===== config.mk =====
export PLATFORM = sky130hd
export DESIGN_NAME = wrms_alu
export DESIGN_NICKNAME = d
export VERILOG_FILES = /design/src/rtl/wrms_pkg.sv /design/src/rtl/wrms_alu.sv
export SDC_FILE = /design/constraint.sdc
export NUM_CORES = 1
export LEC_CHECK = 0
export CAP_MARGIN = 20
export CORE_ASPECT_RATIO = 0.8
export CORE_MARGIN = 1
export CORE_UTILIZATION = 30
export DETAILED_ROUTE_END_ITERATION = 12
export DONT_BUFFER_PORTS = 1
export RECOVER_POWER = 50
export SYNTH_ARGS = -nofsm -noshare
export SYNTH_HDL_FRONTEND = slang
export SYNTH_SLANG_ARGS = --single-unit

===== constraint.sdc =====
create_clock -name vclk -period 6.05
set_input_delay 1.21 -clock vclk [all_inputs]
set_output_delay 1.21 -clock vclk [all_outputs]
set_load 0.005 [all_outputs]

===== src/rtl/wrms_pkg.sv =====
// ----------------------------------------------------------------------------
// wrms_pkg: shared types and constants of the windowed RMS level meter
// Field widths, configuration register codes and the shared ALU opcodes.
// ----------------------------------------------------------------------------
package wrms_pkg;

	localparam int CH_W       = 3;   // channel field
	localparam int SAMPLE_W   = 16;  // signed sample
	localparam int MAG_W      = 17;  // |sample| up to 32768
	localparam int SQ_W       = 31;  // square up to 2^30
	localparam int LEVEL_W    = 16;  // rms level up to 32768
	localparam int ACT_W      = 4;   // active channel count
	localparam int CNT_W      = 5;   // sequencer step counter
	localparam int ROOT_STEPS = 16;  // one root bit per step

	localparam int CFG_IDX_W  = 1;
	localparam int CFG_DATA_W = 4;

	localparam logic [CFG_IDX_W-1:0] REG_FREEZE = 1'b0;
	localparam logic [CFG_IDX_W-1:0] REG_ACTIVE = 1'b1;

	localparam logic [ACT_W-1:0] ACTIVE_RESET = 4'd8;

	typedef enum logic [1:0] {
		ALU_ADD = 2'b01,
		ALU_SUB = 2'b10
	} alu_op_t;

endpackage


===== src/rtl/wrms_alu.sv =====
// ----------------------------------------------------------------------------
// wrms_alu: shared add/subtract unit
// Serves the running-sum update, the long division and the square root.
// ----------------------------------------------------------------------------
module wrms_alu import wrms_pkg::*; #(
	parameter int W = 41
) (
	input  alu_op_t      op,
	input  logic [W-1:0] a,
	input  logic [W-1:0] b,
	output logic [W-1:0] y,
	output logic         borrow
);

	logic         sub;
	logic [W:0]   full;

	assign sub    = (op == ALU_SUB);
	assign full   = {1'b0, a} + {1'b0, b ^ {W{sub}}} + (W+1)'(sub);
	assign y      = full[W-1:0];
	// no carry out on a subtract means a < b
	assign borrow = sub & ~full[W];

endmodule

==> metrics, run 1 <==
Reg power frac 0%; RSZ-0062 raised after global routing no; type of the worst min-delay path input port to output pin; combinational power share 100.0%; post-synthesis compound-gate area fraction between 30% and 40%; Fin Setup TNS 0 ns; area of the mapped netlist between 0.002 and 0.003 mm2; CP arrival ~4.4 ns; final setup fails 0; WP data required approximately 4.8 ns; ANT nets after route 0; Vias/cell roughly 5.5; Pre-antenna DRT Iters 4; Starting DRT DRC Count 167; gr busiest metal met2; Max-Slew Margin vs Limit 60.5%; Initial Utilization between 30% and 40%; Final Critical Period approximately 5.6 ns; Worst Tran Pin Value 0.585 ns; post-synthesis sequential area ratio 0%; initial antenna violation count 0; outcome completed; yosys warns 0; worst path cell trace nand2b_2 > buf_6 > xnor2_1 > ha_1 > nand2_1 > nor4_1 > o211ai_1 > a31oi_1 > o31a_1 > o41a_1 > mux2i_1 > a2111oi_0 > buf_4; GR Util All Layers roughly 16%; port bufs 0; final net count 500; Crit Path Class input port to output pin; DIE WIDTH between 100 and 150 um; Post-Syn Nets slightly above 500; GR Layer Usage met1 a little over a fifth; Design Power around 0.45 mW; drt drc 0; net switching power 0.266 mW; hold path startpoint b[0]; xor and xnor area share after synthesis between 20% and 30%; footprint of the multi-input gates approximately 0.0026 mm2; LEAKAGE about 1.2 nW; largest net degree at the start of global routing 26; FF+latch count 0; adder-cell share of the synthesized area 20.4%; Die Span Y between 80 and 90 um; core area between 0.008 and 0.009 mm2; crit path launch op[0]; Crit path buffers/inverters 2; Sequential Area 0 um2; gate count after technology mapping roughly 380; post-synthesis mux area share 0.374%; crit start category input port; P per Cell Area around 160 mW/mm2; Clock Power Share 0%; Int Power 0.180 mW; row cnt 30; io pins 126; Final Cycle Share 93.4%; vias in the first global route 2518; clock buf count 0; Max IR drop VDD between 0.04 and 0.05 mV; vias about 2700; slowest CP cell ha_1; post-DR wirelength/cell 16.3 um; Placer Congestion 0.936; sw frac 59.6%; Final HPWL DP 6.79 mm; Synth-to-Final Area Change 3.98%; maximum clock rate ~180 MHz; Final Hold Viols 0; share of layout cells above drive strength 1 2.43%; Max-cap violations 0; drt total wl just under 8 mm; n_diodes 0; syn_area_per_cell ~7.1 um2; cell family with most CP delay compound AO/OA/AOI/OAI gates; met2 usage ~27%; grt total ovfl 0; first-pass GRT wire length between 10 and 15 mm; Worst Setup End Kind output pin; count of pins over their slew limit 0; die area slightly above 0.009 mm2; global-route met3 utilization about 5%; Simple-Gate Fraction of Synth Area between 10% and 20%; largest family of logic cells by synthesized area compound AO/OA/AOI/OAI gates; FILL cells 947; Max Fanout on Critical Path 25; slowest stage delay, CP 0.43 ns; synth unique cells between 50 and 60
## path summary, 6_finish.rpt
| check | to | cells after the start | slack [ns] |
|---|---|---|---|
| worst max-delay path | y[40] | 13 | 0.40 |
| worst min-delay path | y[0] | 1 | 2.47 |
## per-layer routing
metal	share of wire, %	routed length (um)	vias up
met2	45	3520	105
met4	0	0	0
li1	-	-	1367
met1	44	3480	1203
met5	0	0	-
met3	11	871	0
## cells in the mapped netlist, drive strengths merged, types with 2 or more instances
cell type  count  share of area [%]
o21a           2               0.61
and3           6                1.4
nand3          9                1.7
nand2         31                4.4
xor2          15                4.9
nor4           3               0.70
o21bai         7                2.0
or3            4               0.94
nor2          27                3.8
a21boi         2               0.56
nand2b         6                1.4
or4            2               0.56
a31oi          3               0.70
a21o          19                5.3
ha            42                 20
buf            4               0.66
clkbuf         5               0.70
a21oi         47                9.1
xnor2         60                 20
o211ai         3               0.84
nor2b          2               0.47
a2111oi        3                1.7
o21ai         25                4.7
and2           5                1.2
inv           12                1.7
nor3           8                1.5
nand4          6                1.4
## cells by family (layout without fill, tap and decap cells)
kind of cell               after synthesis  in the layout
AOI/OAI and AO/OA                      126            126
xor gates and xnor gates                75             75
adders and majority gates               43             43
buffers and inverters                   21             15
muxes                                    1              1
and+or+nand+nor                        111            111
## stage by stage
| step | hold WS, ns | utilization, % | std cells | area, um2 | worst slack [ns] |
|---|---|---|---|---|---|
| after floorplan | 2.47 | - | 377 | 2670 | 0.533 |
| after global placement | 2.48 | 32.7 | 483 | 2800 | 0.358 |
| after detailed placement | 2.47 | 32.7 | 483 | 2800 | 0.279 |
| after CTS | 2.47 | 32.7 | 483 | 2800 | 0.255 |
| after global routing | 2.49 | 32.5 | 483 | 2780 | 0.0797 |
| final | 2.47 | 32.5 | 483 | 2780 | 0.400 |
## layout make-up
type                            count  area share, %
Inverter                           12           1.62
Multi-Input combinational cell    356           92.4
Tap cell                          112           5.04
Timing Repair Buffer                3          0.945
## power by group through the flow
stage / clock network [mW] / registers [mW] / logic [mW]
floorplan: 0 / 0 / 0.361
global placement: 0 / 0 / 0.443
detailed placement: 0 / 0 / 0.449
CTS: 0 / 0 / 0.451
global route: 0 / 0 / 0.497
finish: 0 / 0 / 0.446
## placed cells by master (no fill, tap or decap), types with 2 or more instances in the layout
| cell type | n |
|---|---|
| a2111oi_0 | 2 |
| a21boi_0 | 2 |
| a21o_1 | 19 |
| a21oi_1 | 47 |
| a31oi_1 | 3 |
| and2_1 | 4 |
| and3_1 | 6 |
| buf_4 | 2 |
| ha_1 | 42 |
| inv_1 | 12 |
| nand2_1 | 31 |
| nand2b_1 | 5 |
| nand3_1 | 9 |
| nand4_1 | 6 |
| nor2_1 | 27 |
| nor2b_1 | 2 |
| nor3_1 | 8 |
| nor4_1 | 3 |
| o211ai_1 | 3 |
| o21ai_0 | 24 |
| o21bai_1 | 7 |
| or3_1 | 4 |
| or4_1 | 2 |
| xnor2_1 | 60 |
| xor2_1 | 15 |
## what timing repair did
action                                  in CTS  in global routing
setup buffers                                0                  0
hold buffers                                 0                  0
endpoints found under the setup margin       0                  1
gates resized for setup                      0                  1
Note: power is estimated with default switching activity, not from simulation.
==> run 2, diff against run 1 <==
clock period = 4.8 ns   (was 6.05 ns; I/O delays follow)
==> run 2 against run 1 <==
Non-clock buffer count up 93. Core utilization up 9.3 points. Critical path depth unchanged. Die area unchanged. Clock-buffer cell count unchanged. Sequential share of layout area unchanged. Largest cell class unchanged.
==> metrics, run 2 (synthesized netlist as in run 1, its figures left out) <==
outcome completed; WHS Endpoint y[0]; share of layout cells above drive strength 1 between 20 and 25%; net switching power 0.374 mW; port bufs 0; die area roughly 0.0093 mm2; Worst Tran Pin Value 0.499 ns; drt drc 0; Final Hold Viols 0; placed instance area ~0.0035 mm2; row cnt 30; type of the worst min-delay path input port to output pin; Final HPWL DP 7.45 mm; Max-cap violations 0; Worst Setup End Kind output pin; Final Critical Period roughly 4.7 ns; final setup fails 0; Final Cycle Share between 90% and 100%; post-DR wirelength/cell around 15 um; Design Power a little over 0.7 mW; n_diodes 0; Synth-to-Final Area Change 33.7%; CP arrival around 3.8 ns; core area 0.00856 mm2; clock buf count 0; Die Span Y between 80 and 90 um; count of pins over their slew limit 0; Int Power about 0.35 mW; maximum clock rate about 210 MHz; sw frac 51.9%; Sequential Area 0 um2; P per Cell Area 201 mW/mm2; commonest non-fill, non-tap cell in the layout buf_4; Placer Congestion ~0.86; Pre-antenna DRT Iters 4; io pins between 100 and 150; commonest cells after routing, fill and taps aside buf_4 (93), xnor2_1 (57), ha_1 (42); ANT nets after route 0; LEAKAGE roughly 1.6 nW; Reg power frac 0%; Max IR drop VDD 0.0678 mV; DIE WIDTH 108 um; FF+latch count 0; CTS Hold Buffers Added 0; GR Util All Layers 17.3%; Starting DRT DRC Count just over 100; RSZ-0062 raised after global routing yes; largest net degree at the start of global routing 19; grt total ovfl 0; first-pass GRT wire length 13.3 mm; Hold Path Stages 1; hold path startpoint b[0]; post-route cell area around 0.0036 mm2; Vias/cell roughly 5.2; final net count 593; vias approximately 3000; vias in the first global route roughly 2900; Max-Slew Margin vs Limit approximately 66%; Max Fanout on Critical Path 17; WP data required 3.84 ns; Post-CTS Setup Repair Bufs 0; initial antenna violation count 0; Crit Path Class input port to output pin; Clock Power Share 0%; combinational power share between 90% and 100%; Initial Utilization 31.2%; crit start category input port; drt total wl between 8 and 9 mm
## run 2: changes by cell type in the layout (fill, tap and decap cells not counted), sizes merged
cell    before  now
clkbuf       0    1
buf          3   95
## run 2: worst max-delay path by stage
stage          startpoint     to  slack (ns)  cells after the start
6_report            op[0]  y[40]        0.07                     13
5_1_grt             op[0]  y[40]       -0.11                     13
4_1_cts             op[0]  y[39]       0.005                     11
3_5_place_dp        op[0]  y[40]       -0.15                     14
3_3_place_gp        op[0]  y[40]       -0.08                     14
2_1_floorplan       op[0]  y[40]        0.04                     14
## run 2: layout make-up
class | count | area (um2)
multi-input cells | 356 | 2650
fillers | 913 | 4980
well taps | 112 | 140
repair buffers | 96 | 741
inverters | 12 | 45.0
## run 2: metrics by stage
step / util, % / setup slack (ns) / hold slack (ns) / std cells / setup TNS [ns]
final: 41.8 / 0.0696 / 1.97 / 576 / 0
after global routing: 41.8 / -0.112 / 1.98 / 576 / -0.112
after CTS: 41.4 / 0.00495 / 1.98 / 576 / 0
after detailed placement: 41.1 / -0.155 / 1.98 / 576 / -0.243
after global placement: 41.1 / -0.0839 / 1.98 / 576 / -0.158
after floorplan: - / 0.0351 / 1.97 / 377 / 0
## run 2: metal layers
layer	GRT usage (%)	up-vias	part of all wire [%]
li1	-	1556	-
met3	3.83	4	7.7
met5	0	-	0
met2	30.7	80	46
met1	22.3	1367	46
met4	0.623	0	0.43
## run 2: power groups by stage
stage	Sequential, mW	Combinational, mW	Clock (mW)
after floorplan	0	0.457	0
after global placement	0	0.694	0
after detailed placement	0	0.708	0
after CTS	0	0.716	0
after global routing	0	0.796	0
final	0	0.720	0
## run 2: worst max-delay path: stages
cell	delay (ns)
nand2b_4	0.20
buf_12	0.19
xnor2_2	0.15
ha_1	0.32
a21oi_1	0.15
o21ai_1	0.11
o211ai_1	0.26
a31oi_2	0.15
o31a_1	0.28
o41a_1	0.36
mux2i_1	0.15
a2111oi_2	0.29
buf_4	0.17
## run 2: repair_timing
| action | CTS | global route |
|---|---|---|
| gates resized for setup | 5 | 10 |
| setup endpoints to repair | 4 | 5 |
| pin swaps | 3 | 1 |
==> run 3, diff against run 2 <==
CELL_PAD_IN_SITES_DETAIL_PLACEMENT = 0   (was unset)
CELL_PAD_IN_SITES_GLOBAL_PLACEMENT = 2   (was unset)
PLACE_DENSITY_LB_ADDON = 0.1   (was unset)
SKIP_LAST_GASP = 1   (was unset)
==> run 3 against run 2 <==
The flow now finishes with violations (negative setup slack). Sequential cell count unchanged. Combinational power barely moved. Largest power group unchanged. Maximum frequency shrank 1.7%.
==> metrics, run 3 (synthesized netlist as in run 1, its figures left out) <==
die area 0.00930 mm2; slowest stage delay, CP between 0.3 and 0.4 ns; port bufs 0; worst path cell trace nand2b_4 > buf_6 > xnor2_1 > ha_1 > buf_4 > o211ai_1 > a21o_1 > a21oi_2 > o211ai_1 > a31oi_2 > o31a_1 > o41a_1 > mux2i_1 > a2111oi_1 > buf_4; slowest CP cell o41a_1; Max Fanout on Critical Path 7; outcome complete, but fails checks; n_diodes 0; io pins between 100 and 150; post-DR wirelength/cell approximately 15 um; largest net degree at the start of global routing 19; Vias/cell 5.18; crit start category input port; clock buf count 0; FILL cells approximately 950; pre-CTS setup slack -0.191 ns; vias in the first global route about 2700; Worst Setup End Kind output pin; Final Critical Period 4.81 ns; WP data required roughly 3.8 ns; P per Cell Area about 200 mW/mm2; Worst Tran Pin Value 0.371 ns; Pre-antenna DRT Iters 4; type of the worst min-delay path input port to output pin; LEAKAGE between 1.5 and 2 nW; drt total wl between 8 and 9 mm; final setup fails 1; final worst slack -0.0123 ns; Final HPWL DP 7.57 mm; share of layout cells above drive strength 1 23.5%; Final Cycle Share 100%; Starting DRT DRC Count 119; Initial Utilization 31.2%; Sequential Area 0 um2; Hold Path Stages 1; final core occ 41.3%; row cnt 30; Max-cap violations 0; Die Span Y 86.4 um; maximum clock rate between 200 and 250 MHz; commonest non-fill, non-tap cell in the layout buf_4; GR Util All Layers ~17%; count of pins over their slew limit 0; Placer Congestion between 0.8 and 0.9; vias approximately 2900; first-pass GRT wire length ~13 mm; final net count between 500 and 600; core area around 0.0086 mm2; CP arrival 3.85 ns; Crit Path Class input port to output pin; RSZ-0062 raised after global routing yes; commonest cells after routing, fill and taps aside buf_4 (83), xnor2_1 (58), a21oi_1 (43); Final Hold Viols 0; Max-Slew Margin vs Limit approximately three quarters; drt drc 0; Worst path depth 15; Crit path buffers/inverters 3; ANT nets after route 0; DIE WIDTH 108 um; FF+latch count 0; initial antenna violation count 0; Synth-to-Final Area Change 32.1%; cell family with most CP delay compound AO/OA/AOI/OAI gates; Max IR drop VDD 0.0799 mV; failing checks negative setup slack; grt total ovfl 0
==> run 3: final timing paths <==
check                 start  endpoint  slack (ns)
worst max-delay path  op[0]     y[40]       -0.01
worst min-delay path   b[0]      y[0]        1.97
==> run 3: metrics by stage <==
stage / hold slack (ns) / power, mW / area, um2 / instances / TNS (ns)
final: 1.97 / 0.717 / 3530 / 568 / -0.0123
after global placement: 1.98 / 0.700 / 3420 / 563 / -0.209
after global routing: 1.98 / 0.793 / 3530 / 568 / -0.357
after detailed placement: 1.98 / 0.702 / 3420 / 563 / -0.279
after CTS: 1.98 / 0.710 / 3460 / 565 / -0.121
after floorplan: 1.97 / 0.457 / 2680 / 377 / 0
==> run 3: power breakdown <==
group          internal, mW  total [mW]  switching [mW]
Clock                     0           0               0
Combinational         0.343       0.717           0.374
Sequential                0           0               0
Total                 0.343       0.717           0.374
==> run 3: area by class of cell <==
cell class         count  area [um2]  share of cell area, %
well taps            112         140                   3.97
inverters             12        45.0                   1.28
multi-input cells    356        2650                   75.1
repair buffers        88         693                   19.6
==> run 3: what timing repair did <==
action | in CTS | in global routing
setup buffers | 2 | 3
endpoints found under the setup margin | 3 | 10
hold buffers | 0 | 0
pin swaps | 4 | 17
resized for setup | 6 | 14
==> run 3: routing by layer <==
metal	share of wire, %	vias up	track usage [%]
li1	-	1541	-
met1	55	1318	27.7
met2	40	83	25.8
met3	5.8	0	1.50
met4	0	0	0
met5	0	-	0
